[config.mk]
export PLATFORM = sky130hd
export DESIGN_NAME = bntt_tone_path
export DESIGN_NICKNAME = d
export VERILOG_FILES = /design/src/hw/rtl/buzzer_note_tone_timing_core_macros.svh /design/src/hw/rtl/bntt_pkg.sv /design/src/hw/rtl/bntt_div_pipe.sv /design/src/hw/rtl/bntt_tone_path.sv
export SDC_FILE = /design/constraint.sdc
export NUM_CORES = 2
export LEC_CHECK = 0
export ABC_AREA = 1
export BUFFER_PORTS_ARGS = -buffer_cell sky130_fd_sc_hd__buf_2
export CORE_MARGIN = 1
export CORE_UTILIZATION = 56
export CTS_BUF_LIST = sky130_fd_sc_hd__clkbuf_8
export CTS_CLUSTER_DIAMETER = 80
export DETAILED_ROUTE_END_ITERATION = 8
export PLACE_DENSITY_LB_ADDON = 0.25
export SKIP_LAST_GASP = 1
export SLEW_MARGIN = 10
export SYNTH_ARGS = -nofsm -noshare
export SYNTH_HDL_FRONTEND = slang
export SYNTH_SLANG_ARGS = --single-unit
[constraint.sdc]
create_clock -name clk -period 18.01 [get_ports clk]
set_clock_uncertainty 0.1 [all_clocks]
set_input_delay 5.403 -clock clk [delete_from_list [all_inputs] [get_ports clk]]
set_output_delay 5.403 -clock clk [all_outputs]
set_load 0.05 [all_outputs]
[src/hw/rtl/buzzer_note_tone_timing_core_macros.svh]
// Assertion macros for the buzzer note tone and timing core.
// Both expect clk and rst_n in scope; checks are off while reset is asserted.
`ifndef BUZZER_NOTE_TONE_TIMING_CORE_MACROS_SVH
`define BUZZER_NOTE_TONE_TIMING_CORE_MACROS_SVH
`ifndef SYNTH
`define BNTT_ASSERT_IMP(label, ante, cons) \
    label: assert property (@(posedge clk) disable iff (!rst_n) (ante) |-> (cons)) \
        else $error("bntt: same-cycle check failed");
`define BNTT_ASSERT_NXT(label, ante, cons) \
    label: assert property (@(posedge clk) disable iff (!rst_n) (ante) |=> (cons)) \
        else $error("bntt: next-cycle check failed");
`else
`define BNTT_ASSERT_IMP(label, ante, cons)
`define BNTT_ASSERT_NXT(label, ante, cons)
`endif
`endif

[src/hw/rtl/bntt_pkg.sv]
package bntt_pkg;

    // field widths
    localparam int FREQ_W    = 16;
    localparam int DIVR_W    = 16;
    localparam int ELAPSED_W = 32;
    localparam int TEMPO_W   = 16;
    localparam int VOL_W     = 7;
    localparam int RELOAD_W  = 20;
    localparam int CMP_W     = 19;
    localparam int SOUND_W   = 19;
    localparam int GAP_W     = 16;

    // internal widths
    localparam int WHOLE_W   = 18;  // 240000 ms whole note at tempo 1
    localparam int DUR_W     = 19;  // dotted whole note, 360000 ms
    localparam int PROD_W    = 27;  // reload * volume, up to 1e8

    // divide by 200: drop three bits (200 = 8 * 25), then multiply by ceil(2^29/25)
    localparam int DUTY_PRE_SH = 3;
    localparam int DUTY_RCP_W  = 25;
    localparam int DUTY_SH     = 29;
    localparam int DUTY_MUL_W  = PROD_W - DUTY_PRE_SH + DUTY_RCP_W;

    // divide by 10: multiply by ceil(2^23/10), exact for any 19-bit duration
    localparam int TENTH_RCP_W = 20;
    localparam int TENTH_SH    = 23;
    localparam int TENTH_MUL_W = DUR_W + TENTH_RCP_W;

    // constants
    localparam logic [RELOAD_W-1:0] TIMER_CLK     = RELOAD_W'(1000000);
    localparam logic [WHOLE_W-1:0]  WHOLE_NUM     = WHOLE_W'(240000);
    localparam logic [DUTY_RCP_W-1:0]  DUTY_RCP   = DUTY_RCP_W'(21474837);
    localparam logic [TENTH_RCP_W-1:0] TENTH_RCP  = TENTH_RCP_W'(838861);
    localparam logic [VOL_W-1:0]    VOL_MAX       = VOL_W'(100);
    localparam logic [VOL_W-1:0]    VOL_FADE_1    = VOL_W'(10);
    localparam logic [VOL_W-1:0]    VOL_FADE_2    = VOL_W'(20);
    localparam logic [VOL_W-1:0]    VOL_FADE_3    = VOL_W'(35);
    localparam logic [ELAPSED_W-1:0] FADE_STEP_1  = ELAPSED_W'(4000);
    localparam logic [ELAPSED_W-1:0] FADE_STEP_2  = ELAPSED_W'(8000);
    localparam logic [ELAPSED_W-1:0] FADE_STEP_3  = ELAPSED_W'(12000);

    // register map
    localparam int CFG_IDX_W  = 2;
    localparam int CFG_DATA_W = 16;
    localparam logic [CFG_IDX_W-1:0] REG_TEMPO_BPM    = 2'd0;
    localparam logic [CFG_IDX_W-1:0] REG_FADE_ENABLE  = 2'd1;
    localparam logic [CFG_IDX_W-1:0] REG_FIXED_VOLUME = 2'd2;
    localparam logic [TEMPO_W-1:0]   TEMPO_RESET      = TEMPO_W'(120);

    // path depths in register stages (tone path is padded to the duration path)
    localparam int TONE_LAT  = RELOAD_W + 2;
    localparam int DUR_LAT   = WHOLE_W + WHOLE_W + 3;
    localparam int ALIGN_LAT = DUR_LAT - TONE_LAT;

    typedef struct packed {
        logic                wr;
        logic [RELOAD_W-1:0] reload;
        logic [CMP_W-1:0]    cmp;
        logic [VOL_W-1:0]    vol;
    } tone_res_t;

    typedef struct packed {
        logic [SOUND_W-1:0] sound;
        logic [GAP_W-1:0]   gap;
    } dur_res_t;

    function automatic logic [VOL_W-1:0] pick_volume(
        input logic [ELAPSED_W-1:0] elapsed,
        input logic                 fade,
        input logic [VOL_W-1:0]     fixed_vol
    );
        logic [VOL_W-1:0] v;
        if (fade) begin
            if (elapsed < FADE_STEP_1)
                v = VOL_FADE_1;
            else if (elapsed < FADE_STEP_2)
                v = VOL_FADE_2;
            else if (elapsed < FADE_STEP_3)
                v = VOL_FADE_3;
            else
                v = VOL_MAX;
        end
        else begin
            v = (fixed_vol > VOL_MAX) ? VOL_MAX : fixed_vol;
        end
        return v;
    endfunction

endpackage

[src/hw/rtl/bntt_div_pipe.sv]
// Restoring divider, one quotient bit per register stage, MSB first.
// A zero divisor gives an all-ones quotient; callers mask that case.
module bntt_div_pipe #(
    parameter int NUM_W = 20,
    parameter int DEN_W = 16,
    parameter int TAG_W = 8
) (
    input  logic             clk,
    input  logic             rst_n,
    input  logic             in_vld,
    input  logic [NUM_W-1:0] num,
    input  logic [DEN_W-1:0] den,
    input  logic [TAG_W-1:0] in_tag,
    output logic             out_vld,
    output logic [NUM_W-1:0] quo,
    output logic [TAG_W-1:0] out_tag
);

    logic             vld_reg [NUM_W];
    logic [DEN_W-1:0] rem_reg [NUM_W];
    logic [NUM_W-1:0] quo_reg [NUM_W];
    logic [NUM_W-1:0] num_reg [NUM_W];
    logic [DEN_W-1:0] den_reg [NUM_W];
    logic [TAG_W-1:0] tag_reg [NUM_W];

    logic [DEN_W-1:0] rem_next [NUM_W];
    logic [NUM_W-1:0] quo_next [NUM_W];

    for (genvar j = 0; j < NUM_W; j++) begin : g_stage
        logic             vld_prev;
        logic [DEN_W-1:0] rem_prev;
        logic [NUM_W-1:0] quo_prev;
        logic [NUM_W-1:0] num_prev;
        logic [DEN_W-1:0] den_prev;
        logic [TAG_W-1:0] tag_prev;
        logic [DEN_W:0]   trial;
        logic             take;

        if (j == 0) begin : g_first
            assign vld_prev = in_vld;
            assign rem_prev = '0;
            assign quo_prev = '0;
            assign num_prev = num;
            assign den_prev = den;
            assign tag_prev = in_tag;
        end
        else begin : g_chain
            assign vld_prev = vld_reg[j-1];
            assign rem_prev = rem_reg[j-1];
            assign quo_prev = quo_reg[j-1];
            assign num_prev = num_reg[j-1];
            assign den_prev = den_reg[j-1];
            assign tag_prev = tag_reg[j-1];
        end

        assign trial       = {rem_prev, num_prev[NUM_W-1-j]};
        assign take        = (trial >= {1'b0, den_prev});
        assign rem_next[j] = take ? DEN_W'(trial - {1'b0, den_prev}) : trial[DEN_W-1:0];
        assign quo_next[j] = {quo_prev[NUM_W-2:0], take};

        always_ff @(posedge clk or negedge rst_n)
        begin
            if (!rst_n)
                vld_reg[j] <= 1'b0;
            else
                vld_reg[j] <= vld_prev;
        end

        always_ff @(posedge clk)
        begin
            rem_reg[j] <= rem_next[j];
            quo_reg[j] <= quo_next[j];
            num_reg[j] <= num_prev;
            den_reg[j] <= den_prev;
            tag_reg[j] <= tag_prev;
        end
    end

    assign out_vld = vld_reg[NUM_W-1];
    assign quo     = quo_reg[NUM_W-1];
    assign out_tag = tag_reg[NUM_W-1];

endmodule

[src/hw/rtl/bntt_tone_path.sv]
// Timer reload = 1e6/freq, compare = reload*vol/200.
module bntt_tone_path
    import bntt_pkg::*;
(
    input  logic              clk,
    input  logic              rst_n,
    input  logic              in_vld,
    input  logic [FREQ_W-1:0] freq,
    input  logic [VOL_W-1:0]  vol,
    output logic              out_vld,
    output tone_res_t         res
);

    typedef struct packed {
        logic             active;
        logic [VOL_W-1:0] vol;
    } rld_tag_t;

    typedef struct packed {
        logic                wr;
        logic [RELOAD_W-1:0] reload;
        logic [VOL_W-1:0]    vol;
    } cmp_tag_t;

    rld_tag_t            rld_tag_in;
    rld_tag_t            rld_tag_out;
    logic                rld_vld;
    logic [RELOAD_W-1:0] rld_quo;

    logic                mul_vld_reg;
    logic [PROD_W-1:0]   prod_reg;
    logic [PROD_W-1:0]   prod_next;
    cmp_tag_t            mul_tag_reg;
    cmp_tag_t            mul_tag_next;

    logic [DUTY_MUL_W-1:0] duty_prod;
    logic                duty_vld_reg;
    logic [CMP_W-1:0]    cmp_reg;
    cmp_tag_t            duty_tag_reg;

    assign rld_tag_in.active = (freq != '0) && (vol != '0);
    assign rld_tag_in.vol    = vol;

    bntt_div_pipe #(
        .NUM_W (RELOAD_W),
        .DEN_W (FREQ_W),
        .TAG_W ($bits(rld_tag_t))
    ) u_reload_div (
        .clk     (clk),
        .rst_n   (rst_n),
        .in_vld  (in_vld),
        .num     (TIMER_CLK),
        .den     (freq),
        .in_tag  (rld_tag_in),
        .out_vld (rld_vld),
        .quo     (rld_quo),
        .out_tag (rld_tag_out)
    );

    // rests and silent notes carry a zero reload and product from here on
    always_comb
    begin
        prod_next           = rld_tag_out.active
                              ? PROD_W'(rld_quo) * PROD_W'(rld_tag_out.vol) : '0;
        mul_tag_next.wr     = rld_tag_out.active;
        mul_tag_next.reload = rld_tag_out.active ? rld_quo : '0;
        mul_tag_next.vol    = rld_tag_out.vol;
    end

    always_ff @(posedge clk or negedge rst_n)
    begin
        if (!rst_n)
            mul_vld_reg <= 1'b0;
        else
            mul_vld_reg <= rld_vld;
    end

    always_ff @(posedge clk)
    begin
        prod_reg    <= prod_next;
        mul_tag_reg <= mul_tag_next;
    end

    // floor(p/200) = floor(floor(p/8)/25), the /25 by reciprocal multiply
    assign duty_prod = DUTY_MUL_W'(prod_reg[PROD_W-1:DUTY_PRE_SH]) * DUTY_MUL_W'(DUTY_RCP);

    always_ff @(posedge clk or negedge rst_n)
    begin
        if (!rst_n)
            duty_vld_reg <= 1'b0;
        else
            duty_vld_reg <= mul_vld_reg;
    end

    always_ff @(posedge clk)
    begin
        cmp_reg      <= duty_prod[DUTY_SH +: CMP_W];
        duty_tag_reg <= mul_tag_reg;
    end

    assign out_vld    = duty_vld_reg;
    assign res.wr     = duty_tag_reg.wr;
    assign res.reload = duty_tag_reg.reload;
    assign res.cmp    = cmp_reg;
    assign res.vol    = duty_tag_reg.vol;

endmodule

==> Word level (Yosys, flattened, before mapping) <==
Memory sizes are Yosys's and may differ from the RTL's.
Index checks and enable logic that the tools add are counted.
{ "totals": {"mem_bits_rw": 1600, "out_inout_bits": 48, "register_bits": 124, "n_memories": 5, "romBits": 0, "inputBits": 26, "latch_bits": 0} }
{ "memory_table": {"columns": ["name", "words", "width", "rd", "rd_ports_with_merged_regs", "wr", "line_no", "text"], "rows": [
  ["u_reload_div.num_reg", 20, 20, 19, 0, 20, "bntt_div_pipe.sv:22", "logic [NUM_W-1:0] num_reg [NUM_W];"],
  ["u_reload_div.quo_reg", 20, 20, 20, 0, 20, "bntt_div_pipe.sv:21", "logic [NUM_W-1:0] quo_reg [NUM_W];"],
  ["u_reload_div.den_reg", 20, 16, 19, 0, 20, "bntt_div_pipe.sv:23", "logic [DEN_W-1:0] den_reg [NUM_W];"],
  ["u_reload_div.rem_reg", 20, 16, 19, 0, 20, "bntt_div_pipe.sv:20", "logic [DEN_W-1:0] rem_reg [NUM_W];"],
  ["u_reload_div.tag_reg", 20, 8, 20, 0, 20, "bntt_div_pipe.sv:24", "logic [TAG_W-1:0] tag_reg [NUM_W];"]
]} }
{ "classes": {"n_addsub": 20, "mux": 20, "magnitude_cmp": 20, "n_eq_ne": 0, "n_div": 0, "n_shift": 0, "multipliers": 2, "n_bitwise": 0, "n_reduce_logical": 3} }
{ "ops": {"columns": ["operator", "n"], "rows": [
  ["greater-or-equal comparator 17 x 16 -> 1 bit", 19],
  ["2-to-1 mux 16 bit", 20],
  ["subtractor 16 bit", 19],
  ["multiplier 24 x 25 -> 48 bit (second input constant)", 1],
  ["multiplier 20 x 7 -> 27 bit", 1],
  ["greater-or-equal comparator 1 x 16 -> 1 bit (first input constant)", 1],
  ["nonzero test 16 bit", 1],
  ["subtractor 1 x 16 -> 16 bit (first input constant)", 1],
  ["nonzero test 7 bit", 1],
  ["logical AND 1 bit", 1]
]} }

==> Longest topological paths before layout <==
An unclocked memory read counts as a cell.
{ "depth": {"depth_word": 3, "depth_mapped": 28} }

==> Hierarchy <==
Synthesis repeated with hierarchy kept, for this count alone.
{ "hier_totals": {"hier_cells": 8360, "area_unflattened_um2": 66348.6} }
{ "modules_own_cells": {"columns": ["module", "n_inst", "area_per_inst_um2", "cells_per_inst"], "rows": [
  ["bntt_div_pipe", 1, 48980.7, 6285],
  ["bntt_tone_path", 1, 17367.9, 2075]
]} }

==> Worst setup path before layout <==
No wires, ideal clock.
{ "synth_path": {"path_kind": "input -> register", "startpoint": "input freq[1]", "endpoint": "memory u_reload_div.rem_reg[0][10]", "setup_time_ns": 0.060, "cell_stages": 7, "path_buffers": 1, "arrival_ns": 6.422, "path_slack_ns": 11.428, "required_time_ns": 17.850, "path_cell_list": "inv_1 ha_1 nand4_1 nor3_1 nor3b_1 buf_2 and3_1"} }
{ "synth_rtl": {"columns": ["item", "line_no", "text"], "rows": [
  ["start: declaration", "bntt_tone_path.sv:8", "input logic [FREQ_W-1:0] freq,"],
  ["end: declaration", "bntt_div_pipe.sv:20", null]
]} }

==> Worst setup path in the final report <==
{ "layout_path": {"startpoint": "register cmp_reg[18]", "endpoint": "output res[25] (netlist bit)"} }
{ "layout_rtl": {"columns": ["item", "line_no", "text"], "rows": [
  ["start: declaration", "bntt_tone_path.sv:38", "logic [CMP_W-1:0] cmp_reg;"],
  ["start signal: assignment", "bntt_tone_path.sv:97", "cmp_reg <= duty_prod[DUTY_SH +: CMP_W];"],
  ["end: declaration", "bntt_tone_path.sv:11", "output tone_res_t res"]
]} }
No word-level cell between the ends.

==> metrics.txt <==
status=finished clean; gr usage total=0.244; ys flop type=dfxtp_1; Clock Pin Slew Worst Setup and Hold Paths=0.07 ns; flop and latch count out of synthesis=1,099; Max Clk Rate=141 MHz; DR vias/cell=5.00; post-DR wirelength/cell=15.1 um; DIE AREA=103,000 um2; Sink Count=1,099; Synth Instances=6,393; Crit path arrival time=1.59 ns; drt drc=0; CTS Buf Count=169; Hold Path Class=flip-flop to flip-flop; Final setup viols=0; most frequent cell after synthesis=nand2_1; met2 Track Usage GR=0.419; Worst EP required=12.51 ns; crit path kind=flip-flop to output pin; Hold Slack=0.199 ns; Clock Root Buffer=clkbuf_8; setup TNS=0 ns; area share of the largest cell type after synthesis=0.380; Setup crit end kind=output pin; critical path's top delay family=flip-flops; P&R area growth vs syn=9.01%; post_cts resized=0; antenna-violating nets left=0; RSZ-0062 raised after global routing=no; GR peak layer=met2; Max Cap Viol=0; io pins=74; M1 GR Usage=0.315; Bufs and invs on worst path=1; initial antenna violation count=2; slowest cell delay on critical path=0.43 ns; Remaining Overflow, GRT=0; Worst-Margin Slew=1.08 ns; Port-buffer cells=73; Pins Over Slew Limit=0; Initial DRC Count=2,318; Tmin final=7.10 ns; Initial Util=0.566; crit path max fanout=1; grt met3 use=0.0377; TritonCTS clock tree=done; H-tree levels=4; ratio of cells with drive above 1 in the final layout=0.102; Area contributors post-synth=dfxtp_1 38%, ha_1 13%, fa_1 11%, nand2_1 9.2%, inv_1 6.8%; die height=320 um; pin count of the biggest net entering global routing=45; TritonRoute pass-1 iters=5; # rows=116; HPWL Detailed=97,900 um; Final Hold Viols=0; Clock Path Buffers=3; Post-Syn Nets=7,315; Final Routed Wirelength=122,000 um; NumNets Final=7,488; Worst setup SP type=flip-flop; first-pass GRT wire length=202,000 um; synth unique cells=52; clk_lat worst skew=0.87 ns; vias=40,354; synthesized cell area=56,800 um2; chip width=320 um; Post-synth EDFFs=0; Slew headroom=0.281; post-synth top area cell=dfxtp_1; Placer Congestion=0.923; ys async rst share=0.0200; vias in the first global route=40,808; Setup Buffers After CTS=0; sequential share of the synthesized area=0.389; Yosys warning count=0; core area=100,000 um2; Tcrit/Tclk final=0.394; ordered list of cells on the worst path=buf_2; post-cts hold buffer count=0; post-synthesis average cell area=8.88 um2; Slowest cell on crit path=dfxtp_1; Post-synth top cells=1,399 x nand2_1, 1,077 x dfxtp_1, 1,023 x inv_1, 589 x ha_1, 344 x nor2_1
[final timing paths]
kind | startpoint | endpoint | slack [ns] | depth (start not counted)
max | cmp_reg[18]$_DFF_P_ | res[25] | 10.91 | 1
min | u_reload_div.quo_reg[2][26]$_DFF_P_ | u_reload_div.quo_reg[2][47]$_DFF_P_ | 0.20 | 0
max reg2reg | prod_reg[7]$_SDFF_PN0_ | cmp_reg[18]$_DFF_P_ | 11.47 | 21
min reg2reg | u_reload_div.quo_reg[2][26]$_DFF_P_ | u_reload_div.quo_reg[2][47]$_DFF_P_ | 0.20 | 0
max in group asynchronous | rst_n | u_reload_div.g_stage[14].vld_prev$_DFF_PN0_ | 13.07 | 1
min in group asynchronous | rst_n | u_reload_div.g_stage[19].vld_prev$_DFF_PN0_ | 4.39 | 1
[per-stage QoR]
step	cell area (um2)	std cells	utilization	setup WS, ns
after global routing	61900	8063	0.617	10.85
after detailed placement	58200	7752	0.581	10.63
after floorplan	56800	6393	-	11.43
final	61900	8064	0.617	10.91
after global placement	58200	7752	0.581	10.67
after CTS	61900	8061	0.617	10.82
[layer usage]
layer / vias to the layer above / part of all wire
li1: 20542 / -
met1: 18771 / 0.46
met2: 836 / 0.48
met3: 205 / 0.041
met4: 0 / 0.026
met5: - / 0
[cell families after synthesis]
kind of cell,after synthesis,share of synthesized area
xor gates and xnor gates,222,0.0342
DFF,1099,0.389
buffers and inverters,1127,0.0816
and+or+nand+nor,2275,0.174
adders and majority gates,896,0.238
AOI/OAI and AO/OA,774,0.0832
[layout make-up]
class | instances | area (um2)
multi-input combinational | 4167 | 30000
clock inverter | 100 | 776
tap | 1357 | 1700
timing repair buffer | 76 | 388
inverter | 1053 | 4000
fill | 8628 | 38400
antenna | 3 | 7.51
clock buffer | 209 | 2880
sequential | 1099 | 22100
[placed cells by master, fill, tap and decap left out, types with 93 or more instances in the layout]
cell	Yosys	final
nand2_1	1399	1399
dfxtp_1	1077	1077
inv_1	1023	1069
ha_1	589	589
nor2_1	344	344
a21oi_1	339	339
fa_1	307	307
nand3_1	225	225
clkbuf_8	0	209
o21ai_0	136	136
o21ai_2	136	136
xor2_1	129	129
xnor2_1	93	93
Power is not shown: default switching activity piles up to over one toggle a cycle in this logic, so the estimate is an artifact.
