===== src/hw/rtl/buzzer_note_tone_timing_core_macros.svh =====
// Assertion macros for the buzzer note tone and timing core.
// Both expect clk and rst_n in scope; checks are off while reset is asserted.
`ifndef BUZZER_NOTE_TONE_TIMING_CORE_MACROS_SVH
`define BUZZER_NOTE_TONE_TIMING_CORE_MACROS_SVH
`ifndef SYNTH
`define BNTT_ASSERT_IMP(label, ante, cons) \
    label: assert property (@(posedge clk) disable iff (!rst_n) (ante) |-> (cons)) \
        else $error("bntt: same-cycle check failed");
`define BNTT_ASSERT_NXT(label, ante, cons) \
    label: assert property (@(posedge clk) disable iff (!rst_n) (ante) |=> (cons)) \
        else $error("bntt: next-cycle check failed");
`else
`define BNTT_ASSERT_IMP(label, ante, cons)
`define BNTT_ASSERT_NXT(label, ante, cons)
`endif
`endif


===== src/hw/rtl/bntt_pkg.sv =====
package bntt_pkg;

    // field widths
    localparam int FREQ_W    = 16;
    localparam int DIVR_W    = 16;
    localparam int ELAPSED_W = 32;
    localparam int TEMPO_W   = 16;
    localparam int VOL_W     = 7;
    localparam int RELOAD_W  = 20;
    localparam int CMP_W     = 19;
    localparam int SOUND_W   = 19;
    localparam int GAP_W     = 16;

    // internal widths
    localparam int WHOLE_W   = 18;  // 240000 ms whole note at tempo 1
    localparam int DUR_W     = 19;  // dotted whole note, 360000 ms
    localparam int PROD_W    = 27;  // reload * volume, up to 1e8

    // divide by 200: drop three bits (200 = 8 * 25), then multiply by ceil(2^29/25)
    localparam int DUTY_PRE_SH = 3;
    localparam int DUTY_RCP_W  = 25;
    localparam int DUTY_SH     = 29;
    localparam int DUTY_MUL_W  = PROD_W - DUTY_PRE_SH + DUTY_RCP_W;

    // divide by 10: multiply by ceil(2^23/10), exact for any 19-bit duration
    localparam int TENTH_RCP_W = 20;
    localparam int TENTH_SH    = 23;
    localparam int TENTH_MUL_W = DUR_W + TENTH_RCP_W;

    // constants
    localparam logic [RELOAD_W-1:0] TIMER_CLK     = RELOAD_W'(1000000);
    localparam logic [WHOLE_W-1:0]  WHOLE_NUM     = WHOLE_W'(240000);
    localparam logic [DUTY_RCP_W-1:0]  DUTY_RCP   = DUTY_RCP_W'(21474837);
    localparam logic [TENTH_RCP_W-1:0] TENTH_RCP  = TENTH_RCP_W'(838861);
    localparam logic [VOL_W-1:0]    VOL_MAX       = VOL_W'(100);
    localparam logic [VOL_W-1:0]    VOL_FADE_1    = VOL_W'(10);
    localparam logic [VOL_W-1:0]    VOL_FADE_2    = VOL_W'(20);
    localparam logic [VOL_W-1:0]    VOL_FADE_3    = VOL_W'(35);
    localparam logic [ELAPSED_W-1:0] FADE_STEP_1  = ELAPSED_W'(4000);
    localparam logic [ELAPSED_W-1:0] FADE_STEP_2  = ELAPSED_W'(8000);
    localparam logic [ELAPSED_W-1:0] FADE_STEP_3  = ELAPSED_W'(12000);

    // register map
    localparam int CFG_IDX_W  = 2;
    localparam int CFG_DATA_W = 16;
    localparam logic [CFG_IDX_W-1:0] REG_TEMPO_BPM    = 2'd0;
    localparam logic [CFG_IDX_W-1:0] REG_FADE_ENABLE  = 2'd1;
    localparam logic [CFG_IDX_W-1:0] REG_FIXED_VOLUME = 2'd2;
    localparam logic [TEMPO_W-1:0]   TEMPO_RESET      = TEMPO_W'(120);

    // path depths in register stages (tone path is padded to the duration path)
    localparam int TONE_LAT  = RELOAD_W + 2;
    localparam int DUR_LAT   = WHOLE_W + WHOLE_W + 3;
    localparam int ALIGN_LAT = DUR_LAT - TONE_LAT;

    typedef struct packed {
        logic                wr;
        logic [RELOAD_W-1:0] reload;
        logic [CMP_W-1:0]    cmp;
        logic [VOL_W-1:0]    vol;
    } tone_res_t;

    typedef struct packed {
        logic [SOUND_W-1:0] sound;
        logic [GAP_W-1:0]   gap;
    } dur_res_t;

    function automatic logic [VOL_W-1:0] pick_volume(
        input logic [ELAPSED_W-1:0] elapsed,
        input logic                 fade,
        input logic [VOL_W-1:0]     fixed_vol
    );
        logic [VOL_W-1:0] v;
        if (fade) begin
            if (elapsed < FADE_STEP_1)
                v = VOL_FADE_1;
            else if (elapsed < FADE_STEP_2)
                v = VOL_FADE_2;
            else if (elapsed < FADE_STEP_3)
                v = VOL_FADE_3;
            else
                v = VOL_MAX;
        end
        else begin
            v = (fixed_vol > VOL_MAX) ? VOL_MAX : fixed_vol;
        end
        return v;
    endfunction

endpackage


===== src/hw/rtl/bntt_div_pipe.sv =====
// Restoring divider, one quotient bit per register stage, MSB first.
// A zero divisor gives an all-ones quotient; callers mask that case.
module bntt_div_pipe #(
    parameter int NUM_W = 20,
    parameter int DEN_W = 16,
    parameter int TAG_W = 8
) (
    input  logic             clk,
    input  logic             rst_n,
    input  logic             in_vld,
    input  logic [NUM_W-1:0] num,
    input  logic [DEN_W-1:0] den,
    input  logic [TAG_W-1:0] in_tag,
    output logic             out_vld,
    output logic [NUM_W-1:0] quo,
    output logic [TAG_W-1:0] out_tag
);

    logic             vld_reg [NUM_W];
    logic [DEN_W-1:0] rem_reg [NUM_W];
    logic [NUM_W-1:0] quo_reg [NUM_W];
    logic [NUM_W-1:0] num_reg [NUM_W];
    logic [DEN_W-1:0] den_reg [NUM_W];
    logic [TAG_W-1:0] tag_reg [NUM_W];

    logic [DEN_W-1:0] rem_next [NUM_W];
    logic [NUM_W-1:0] quo_next [NUM_W];

    for (genvar j = 0; j < NUM_W; j++) begin : g_stage
        logic             vld_prev;
        logic [DEN_W-1:0] rem_prev;
        logic [NUM_W-1:0] quo_prev;
        logic [NUM_W-1:0] num_prev;
        logic [DEN_W-1:0] den_prev;
        logic [TAG_W-1:0] tag_prev;
        logic [DEN_W:0]   trial;
        logic             take;

        if (j == 0) begin : g_first
            assign vld_prev = in_vld;
            assign rem_prev = '0;
            assign quo_prev = '0;
            assign num_prev = num;
            assign den_prev = den;
            assign tag_prev = in_tag;
        end
        else begin : g_chain
            assign vld_prev = vld_reg[j-1];
            assign rem_prev = rem_reg[j-1];
            assign quo_prev = quo_reg[j-1];
            assign num_prev = num_reg[j-1];
            assign den_prev = den_reg[j-1];
            assign tag_prev = tag_reg[j-1];
        end

        assign trial       = {rem_prev, num_prev[NUM_W-1-j]};
        assign take        = (trial >= {1'b0, den_prev});
        assign rem_next[j] = take ? DEN_W'(trial - {1'b0, den_prev}) : trial[DEN_W-1:0];
        assign quo_next[j] = {quo_prev[NUM_W-2:0], take};

        always_ff @(posedge clk or negedge rst_n)
        begin
            if (!rst_n)
                vld_reg[j] <= 1'b0;
            else
                vld_reg[j] <= vld_prev;
        end

        always_ff @(posedge clk)
        begin
            rem_reg[j] <= rem_next[j];
            quo_reg[j] <= quo_next[j];
            num_reg[j] <= num_prev;
            den_reg[j] <= den_prev;
            tag_reg[j] <= tag_prev;
        end
    end

    assign out_vld = vld_reg[NUM_W-1];
    assign quo     = quo_reg[NUM_W-1];
    assign out_tag = tag_reg[NUM_W-1];

endmodule


===== src/hw/rtl/bntt_dur_path.sv =====
// Whole note, note duration (dotted x1.5), divide by ten, then 90/10 split.
module bntt_dur_path
    import bntt_pkg::*;
(
    input  logic               clk,
    input  logic               rst_n,
    input  logic               in_vld,
    input  logic [TEMPO_W-1:0] tempo,
    input  logic [DIVR_W-1:0]  mag,
    input  logic               dotted,
    input  logic               zero_len,
    output logic               out_vld,
    output dur_res_t           res
);

    typedef struct packed {
        logic [DIVR_W-1:0] mag;
        logic              dotted;
        logic              zero_len;
    } whole_tag_t;

    typedef struct packed {
        logic dotted;
        logic zero_len;
    } note_tag_t;

    logic [TEMPO_W-1:0] tempo_eff;
    whole_tag_t         whole_tag_in;
    whole_tag_t         whole_tag_out;
    logic               whole_vld;
    logic [WHOLE_W-1:0] whole_quo;

    note_tag_t          note_tag_in;
    note_tag_t          note_tag_out;
    logic               note_vld;
    logic [WHOLE_W-1:0] base;

    logic               dot_vld_reg;
    logic [DUR_W-1:0]   dur_reg;
    logic [DUR_W-1:0]   dur_next;

    logic [TENTH_MUL_W-1:0] ten_prod;
    logic               ten_vld_reg;
    logic [GAP_W-1:0]   ten_quo_reg;
    logic [DUR_W-1:0]   ten_dur_reg;
    logic [DUR_W-1:0]   ten_quo_ext;
    logic [DUR_W-1:0]   ten_back;
    logic               ten_rem_nz;

    logic               fin_vld_reg;
    dur_res_t           fin_reg;
    dur_res_t           fin_next;

    // tempo 0 behaves as tempo 1
    assign tempo_eff             = (tempo == '0) ? TEMPO_W'(1) : tempo;
    assign whole_tag_in.mag      = mag;
    assign whole_tag_in.dotted   = dotted;
    assign whole_tag_in.zero_len = zero_len;

    bntt_div_pipe #(
        .NUM_W (WHOLE_W),
        .DEN_W (TEMPO_W),
        .TAG_W ($bits(whole_tag_t))
    ) u_whole_div (
        .clk     (clk),
        .rst_n   (rst_n),
        .in_vld  (in_vld),
        .num     (WHOLE_NUM),
        .den     (tempo_eff),
        .in_tag  (whole_tag_in),
        .out_vld (whole_vld),
        .quo     (whole_quo),
        .out_tag (whole_tag_out)
    );

    assign note_tag_in.dotted   = whole_tag_out.dotted;
    assign note_tag_in.zero_len = whole_tag_out.zero_len;

    bntt_div_pipe #(
        .NUM_W (WHOLE_W),
        .DEN_W (DIVR_W),
        .TAG_W ($bits(note_tag_t))
    ) u_note_div (
        .clk     (clk),
        .rst_n   (rst_n),
        .in_vld  (whole_vld),
        .num     (whole_quo),
        .den     (whole_tag_out.mag),
        .in_tag  (note_tag_in),
        .out_vld (note_vld),
        .quo     (base),
        .out_tag (note_tag_out)
    );

    // dotted: base + base/2
    always_comb
    begin
        if (note_tag_out.zero_len)
            dur_next = '0;
        else if (note_tag_out.dotted)
            dur_next = DUR_W'(base) + DUR_W'(base >> 1);
        else
            dur_next = DUR_W'(base);
    end

    always_ff @(posedge clk or negedge rst_n)
    begin
        if (!rst_n)
            dot_vld_reg <= 1'b0;
        else
            dot_vld_reg <= note_vld;
    end

    always_ff @(posedge clk)
    begin
        dur_reg <= dur_next;
    end

    // d/10 by reciprocal multiply
    assign ten_prod = TENTH_MUL_W'(dur_reg) * TENTH_MUL_W'(TENTH_RCP);

    always_ff @(posedge clk or negedge rst_n)
    begin
        if (!rst_n)
            ten_vld_reg <= 1'b0;
        else
            ten_vld_reg <= dot_vld_reg;
    end

    always_ff @(posedge clk)
    begin
        ten_quo_reg <= ten_prod[TENTH_SH +: GAP_W];
        ten_dur_reg <= dur_reg;
    end

    // floor(9d/10) = d - ceil(d/10)
    assign ten_quo_ext    = DUR_W'(ten_quo_reg);
    assign ten_back       = (ten_quo_ext << 3) + (ten_quo_ext << 1);
    assign ten_rem_nz     = (ten_back != ten_dur_reg);
    assign fin_next.sound = ten_dur_reg - ten_quo_ext - DUR_W'(ten_rem_nz);
    assign fin_next.gap   = ten_quo_reg;

    always_ff @(posedge clk or negedge rst_n)
    begin
        if (!rst_n)
            fin_vld_reg <= 1'b0;
        else
            fin_vld_reg <= ten_vld_reg;
    end

    always_ff @(posedge clk)
    begin
        fin_reg <= fin_next;
    end

    assign out_vld = fin_vld_reg;
    assign res     = fin_reg;

endmodule


===== config.mk =====
export PLATFORM = sky130hd
export DESIGN_NAME = bntt_dur_path
export DESIGN_NICKNAME = d
export VERILOG_FILES = /design/src/hw/rtl/buzzer_note_tone_timing_core_macros.svh /design/src/hw/rtl/bntt_pkg.sv /design/src/hw/rtl/bntt_div_pipe.sv /design/src/hw/rtl/bntt_dur_path.sv
export SDC_FILE = /design/constraint.sdc
export NUM_CORES = 2
export LEC_CHECK = 0
export ABC_AREA = 1
export ABC_CLOCK_PERIOD_IN_PS = 11900
export BUFFER_PORTS_ARGS = -buffer_cell sky130_fd_sc_hd__clkbuf_2
export CORE_UTILIZATION = 60
export CTS_CLUSTER_DIAMETER = 30
export DETAILED_ROUTE_END_ITERATION = 7
export PLACE_DENSITY = 0.8
export SLEW_MARGIN = 20
export SYNTH_ARGS = -nofsm -noshare
export SYNTH_HDL_FRONTEND = slang
export SYNTH_HIERARCHICAL = 1
export SYNTH_SLANG_ARGS = --single-unit

===== constraint.sdc =====
create_clock -name clk -period 11.9 [get_ports clk]
set_input_delay 2.38 -clock clk [delete_from_list [all_inputs] [get_ports clk]]
set_output_delay 2.38 -clock clk [all_outputs]
set_load 0.02 [all_outputs]

Word-level counts from Yosys, hierarchy flattened
Memory sizes are Yosys's and may differ from the RTL's.
Cells that the tools add are included.
{"block": "classes", "add_sub_neg": 40, "n_mul": 1, "div_mod_pow": 0, "n_lt_le_gt_ge": 36, "eq_ne": 1, "shift": 0, "n_mux": 38, "n_bitwise": 1, "n_reduce_logical": 2}
{"operator": "16-bit 2-to-1 mux", "count": 37}
{"operator": "17-bit by 16-bit greater-or-equal comparator with 1-bit output", "count": 34}
{"operator": "16-bit subtractor", "count": 34}
{"operator": "19-bit by 20-bit multiplier with 39-bit output, second input constant", "count": 1}
{"operator": "18-bit by 17-bit adder with 19-bit output", "count": 1}
{"operator": "19-bit by 17-bit adder with 19-bit output", "count": 1}
{"operator": "19-bit != test", "count": 1}
{"operator": "19-bit by 1-bit subtractor with 19-bit output", "count": 1}
{"operator": "19-bit by 16-bit subtractor with 19-bit output", "count": 1}
{"operator": "18-bit 2-to-1 mux", "count": 1}
{"operator": "1-bit by 16-bit greater-or-equal comparator with 1-bit output", "count": 1}
{"operator": "1-bit by 16-bit greater-or-equal comparator with 1-bit output, first input constant", "count": 1}
{"operator": "16-bit logical NOT", "count": 1}
{"operator": "1-bit by 16-bit subtractor with 16-bit output", "count": 1}
{"operator": "1-bit by 16-bit subtractor with 16-bit output, first input constant", "count": 1}
{"operator": "2-bit OR reduction", "count": 1}
{"operator": "1-bit inverter", "count": 1}
{"block": "word_totals", "reg_bits": 128, "latch_bits": 0, "ram_bits": 2808, "mem_bits_ro": 0, "output_inout_bits": 36, "elab_cells": 174, "memories": 10}
{"memory": "u_note_div.num_reg", "words": 18, "width": 18, "rd": 17, "rd_ports_with_merged_regs": 0, "write_ports": 18, "line": "bntt_div_pipe.sv:22", "text": "logic [NUM_W-1:0] num_reg [NUM_W];"}
{"memory": "u_note_div.quo_reg", "words": 18, "width": 18, "rd": 18, "rd_ports_with_merged_regs": 0, "write_ports": 18, "line": "bntt_div_pipe.sv:21", "text": "logic [NUM_W-1:0] quo_reg [NUM_W];"}
{"memory": "u_whole_div.num_reg", "words": 18, "width": 18, "rd": 17, "rd_ports_with_merged_regs": 0, "write_ports": 18, "line": "bntt_div_pipe.sv:22"}
{"memory": "u_whole_div.quo_reg", "words": 18, "width": 18, "rd": 18, "rd_ports_with_merged_regs": 0, "write_ports": 18, "line": "bntt_div_pipe.sv:21"}
{"memory": "u_whole_div.tag_reg", "words": 18, "width": 18, "rd": 18, "rd_ports_with_merged_regs": 0, "write_ports": 18, "line": "bntt_div_pipe.sv:24", "text": "logic [TAG_W-1:0] tag_reg [NUM_W];"}
{"memory": "u_note_div.den_reg", "words": 18, "width": 16, "rd": 17, "rd_ports_with_merged_regs": 0, "write_ports": 18, "line": "bntt_div_pipe.sv:23", "text": "logic [DEN_W-1:0] den_reg [NUM_W];"}
{"memory": "4 more memories"}

Depth between registers and ports, before layout
{"block": "logic_depth", "word_depth": 4, "ltp_mapped": 31, "depth_no_buf": 31}

Hierarchy
Netlist, hierarchy kept.
{"module": "bntt_div_pipe at u_whole_div", "instances": 1, "cells_each": 5816, "area_each_um2": 47000.1, "seq_area_each_um2": 24313.3}
{"module": "bntt_div_pipe at u_note_div", "instances": 1, "cells_each": 5509, "area_each_um2": 41347.2, "seq_area_each_um2": 18547.8}
{"module": "bntt_dur_path", "instances": 1, "cells_each": 1543, "area_each_um2": 11512.3, "seq_area_each_um2": 1856.8}

Worst setup path before layout
Ideal clock, no wire load.
{"block": "synth_path", "path_type": "reg-to-reg", "startpoint": "register dur_reg[8]", "endpoint": "register ten_quo_reg[11]", "setup_time_ns": 0.112, "arrival_time_ns": 4.703, "slack_ns": 7.085, "stages_incl_launch_ff": 20, "path_buffers": 0, "cell_sequence": "dfxtp_1 -> inv_1 -> ha_1 -> fa_1 -> fa_1 -> inv_1 -> fa_1 -> inv_1 -> fa_1 -> fa_1 -> inv_1 -> ha_1 -> a21o_1 -> a21oi_1 -> nand2_1 -> nand2_1 -> nor3b_1 -> nand2_1 -> nand2_1 -> nand2_1"}
{"block": "synth_between", "elab_chain_len": 1}
{"item": "start: declaration", "line": "bntt_dur_path.sv:39", "text": "logic [DUR_W-1:0] dur_reg;"}
{"item": "start signal: assignment", "line": "bntt_dur_path.sv:116", "text": "dur_reg <= dur_next;"}
{"item": "19-bit by 20-bit multiplier with 39-bit output", "line": "bntt_dur_path.sv:120", "text": "assign ten_prod = TENTH_MUL_W'(dur_reg) * TENTH_MUL_W'(TENTH_RCP);"}
{"item": "net ten_prod[34]", "line": "bntt_dur_path.sv:42", "text": "logic [TENTH_MUL_W-1:0] ten_prod;"}
{"item": "end signal: assignment", "line": "bntt_dur_path.sv:132", "text": "ten_quo_reg <= ten_prod[TENTH_SH +: GAP_W];"}
{"item": "end: declaration", "line": "bntt_dur_path.sv:44", "text": "logic [GAP_W-1:0] ten_quo_reg;"}
The timed path passes the listed nets, and every way through them passes these cells.
A chain may end at the register's enable or synchronous reset.

Final worst setup path
{"block": "layout_path", "startpoint": "register dur_reg[4]", "endpoint": "register ten_quo_reg[10]"}
Same word-level chain as after synthesis.

==> impl_metrics.py <==
metrics = {
    "place": {
        "hpwl_um": 180000,
        "dpl_worst_slack_ns": 6.63,
        "port_buffers": 72,
        "place_congestion": 0.946,
    },
    "logic_synthesis": {
        "synthFlopType": "dfxtp_1",
        "synth-seq-cells": 2224,
        "synth_seq_area_share_pct": 44.8,
        "synth_most_common_cell": "nand2_1",
        "netlist.top_cell.by_area": "dfxtp_1",
        "netlist_area_um2": 99900,
        "async_flop_share_pct": 1.75,
        "synthTopCellsByCount": "nand2_1, inv_1, dfxtp_1",
        "yosysWarnings": 6,
        "ys_top_cells_by_area": "dfxtp_1, nand2_1, ha_1",
        "synth_cell_types": 55,
        "netlist.area_leader.share_pct": 43.8,
        "syn_inst": 12900,
        "syn_avg_cell_area_um2": 7.76,
        "synth_edf_count": 0,
    },
    "floorplanning": {
        "chipWidth_um": 410,
        "ios": 73,
        "start_util_pct": 60.5,
        "fp.coreArea_um2": 165000,
        "die_h_um": 410,
        "rows": 149,
        "die_area_um2": 168000,
    },
    "route": {
        "drt_iter0_drc": 5247,
        "drc": 24,
        "via_per_inst": 5.05,
        "avgRoutedWirePerCell_um": 15.3,
        "num_vias": 79100,
        "antenna_left": 0,
        "first_pass_iters": 8,
        "wirelength_um": 239000,
    },
    "grt": {
        "grt_max_degree": 40,
        "track_usage_pct": 28.3,
        "grt_pass1_wl_um": 390000,
        "antenna_found_initial": 2,
        "grt-ovfl-total": 0,
        "grt_pass1_vias": 79000,
    },
    "finish": {
        "seq_area_um2": 44700,
        "areaGrowthSynthToFinish_pct": 14.9,
        "multi_input_area_um2": 44900,
        "nNetsFinal": 14100,
        "fill_cells": 13200,
        "drive_gt1_share_pct": 7.96,
        "largest_reg_flops": 324,
    },
    "worst_setup_path": {
        "path_cells": "ha_1 > inv_1 > fa_1 > fa_1 > fa_1 > inv_1 > fa_1 > inv_1 > fa_1 > inv_1 > ha_1 > nand2_1 > o21ai_0 > a21oi_1 > nor2_1 > nor3_1 > nand2_1 > nand2_1 > nand2_1",
        "critPathArrivalTime_ns": 6.11,
        "path_common_cell": "fa_1",
        "cpPeakStageDelay_ns": 0.57,
        "crit_type": "reg -> reg",
        "crit_path_top_delay_cell": "fa_1",
        "crit_fanout": 6,
        "crit_required_ns": 12.65,
        "r2r_setup_slack_ns": 6.54,
        "critPathLaunchType": "register",
        "worstSetupEndpointType": "register",
    },
    "timing": {
        "finClkSkew_ns": 0.0785,
        "relSlewSlack_pct": 39.2,
        "finalMaxSlewViolations": 0,
        "layout_setup_ws_ns": 6.54,
        "fin_tns_setup_ns": 0,
        "rsz0062_at_grt": "false",
        "fin_crit_ns": 5.36,
        "setup-violations-final": 0,
        "worst_pin_slew_ns": 0.912,
        "fmax_ghz": 0.187,
        "finalHoldViolCount": 0,
        "finalCritPeriodShare_pct": 45.0,
    },
    "clock_network": {
        "cts_setup_buffers": 0,
        "cts-root-buf": "clkbuf_16",
        "cts_resized": 0,
        "clk_latency_ns": 0.95,
        "cts.sink_count": 2224,
        "clock_path_buffers": 4,
        "ctsHoldBuffers": 0,
        "cts_tree": "yes",
        "cts.htree.levels": 5,
        "clk_pin_slew_ns": 0.06,
        "cts_made_buffers": 371,
    },
    "power_and_ir_drop": {
        "leakagePower_nw": 63.9,
        "power-per-cell-area_nw_per_um2": 234,
        "vdd_ir_drop_max_mv": 0.213,
    },
    "worst_hold_path": {
        "hold_path_class": "reg -> reg",
    },
    "run": {
        "maxCapViolations": 0,
    },
    "run_status": {
        "outcome": "finished, violations left",
        "violations": "design-rule violations",
    },
}
[metal layers]
metal  share of wire (%)  GRT usage (%)
met2                  48           49.5
met1                  43           34.4
met4                 4.4           13.1
met5              0.0054              0
met3                 4.6           3.96
[critical path, delay by kind of cell (launching register included)]
kind                       cells  cell delay, ns
adders and majority gates      7            3.30
and+or+nand+nor                6            0.67
DFF                            1            0.54
AOI/OAI and AO/OA              2            0.48
buffers and inverters          4            0.23
[power breakdown]
| part | internal (mW) | switching [mW] |
|---|---|---|
| Clock | 6.71 | 3.81 |
| Combinational | 2.57 | 4.79 |
| Sequential | 8.42 | 0.556 |
[layout by cell type (no fill, tap or decap), types with 50 or more instances in the layout]
cell	instances
nand2_4	50
clkbuf_2	72
nand4_1	156
ha_1	749
inv_6	53
nand2_1	4188
a21oi_1	388
o21ai_0	61
nor3_1	99
nand3_1	945
inv_1	2459
xor2_1	195
nand2_2	108
nor2_1	474
clkbuf_16	373
dfxtp_1	2185
nand3b_1	93
fa_1	135
xnor2_1	55
[kinds of logic (layout without fill, tap and decap cells)]
logic type,after synthesis,in the layout,synth area share (%)
AO/OA/AOI/OAI,552,552,3.03
XOR/XNOR,250,250,2.19
adder cells (fa/ha/maj),884,884,12.1
buffers and inverters,2632,3242,10.4
flip-flops,2224,2224,44.8
other,2,20,0.00752
AND/OR/NAND/NOR,6324,6324,27.5
[layout make-up]
cell class | count | share of cell area (%)
diodes | 1 | 0.00218
clock buffers | 432 | 8.63
clock inverters | 235 | 2.38
inverters | 2501 | 8.18
multi-input cells | 8029 | 39.1
flip-flops and latches | 2224 | 39.0
well taps | 2189 | 2.39
repair buffers | 74 | 0.327
[final timing paths]
check,start,endpoint,cells after the start
worst max-delay path,dur_reg[4],ten_quo_reg[10],19
worst min-delay path,u_note_div/quo_reg[10][7],u_note_div/quo_reg[11][8],0
worst max register to register,dur_reg[4],ten_quo_reg[10],19
worst min register to register,u_note_div/quo_reg[10][7],u_note_div/quo_reg[11][8],0
max in group asynchronous,rst_n,u_note_div/g_stage[1].vld_prev,1
min in group asynchronous,rst_n,u_note_div/g_stage[10].vld_prev,1
[through the flow]
| stage | area (µm²) | util [%] | total power [mW] | instances | hold slack (ns) |
|---|---|---|---|---|---|
| after floorplan | 99900 | - | 14.5 | 12900 | 0.310 |
| after global placement | 102000 | 61.8 | 16.2 | 15000 | 0.310 |
| after detailed placement | 102000 | 61.8 | 16.3 | 15000 | 0.312 |
| after CTS | 115000 | 69.5 | 27.0 | 15700 | 0.267 |
| after global routing | 115000 | 69.5 | 28.5 | 15700 | 0.269 |
| final | 115000 | 69.5 | 26.9 | 15700 | 0.260 |
Note: power is estimated with default switching activity, not from simulation.
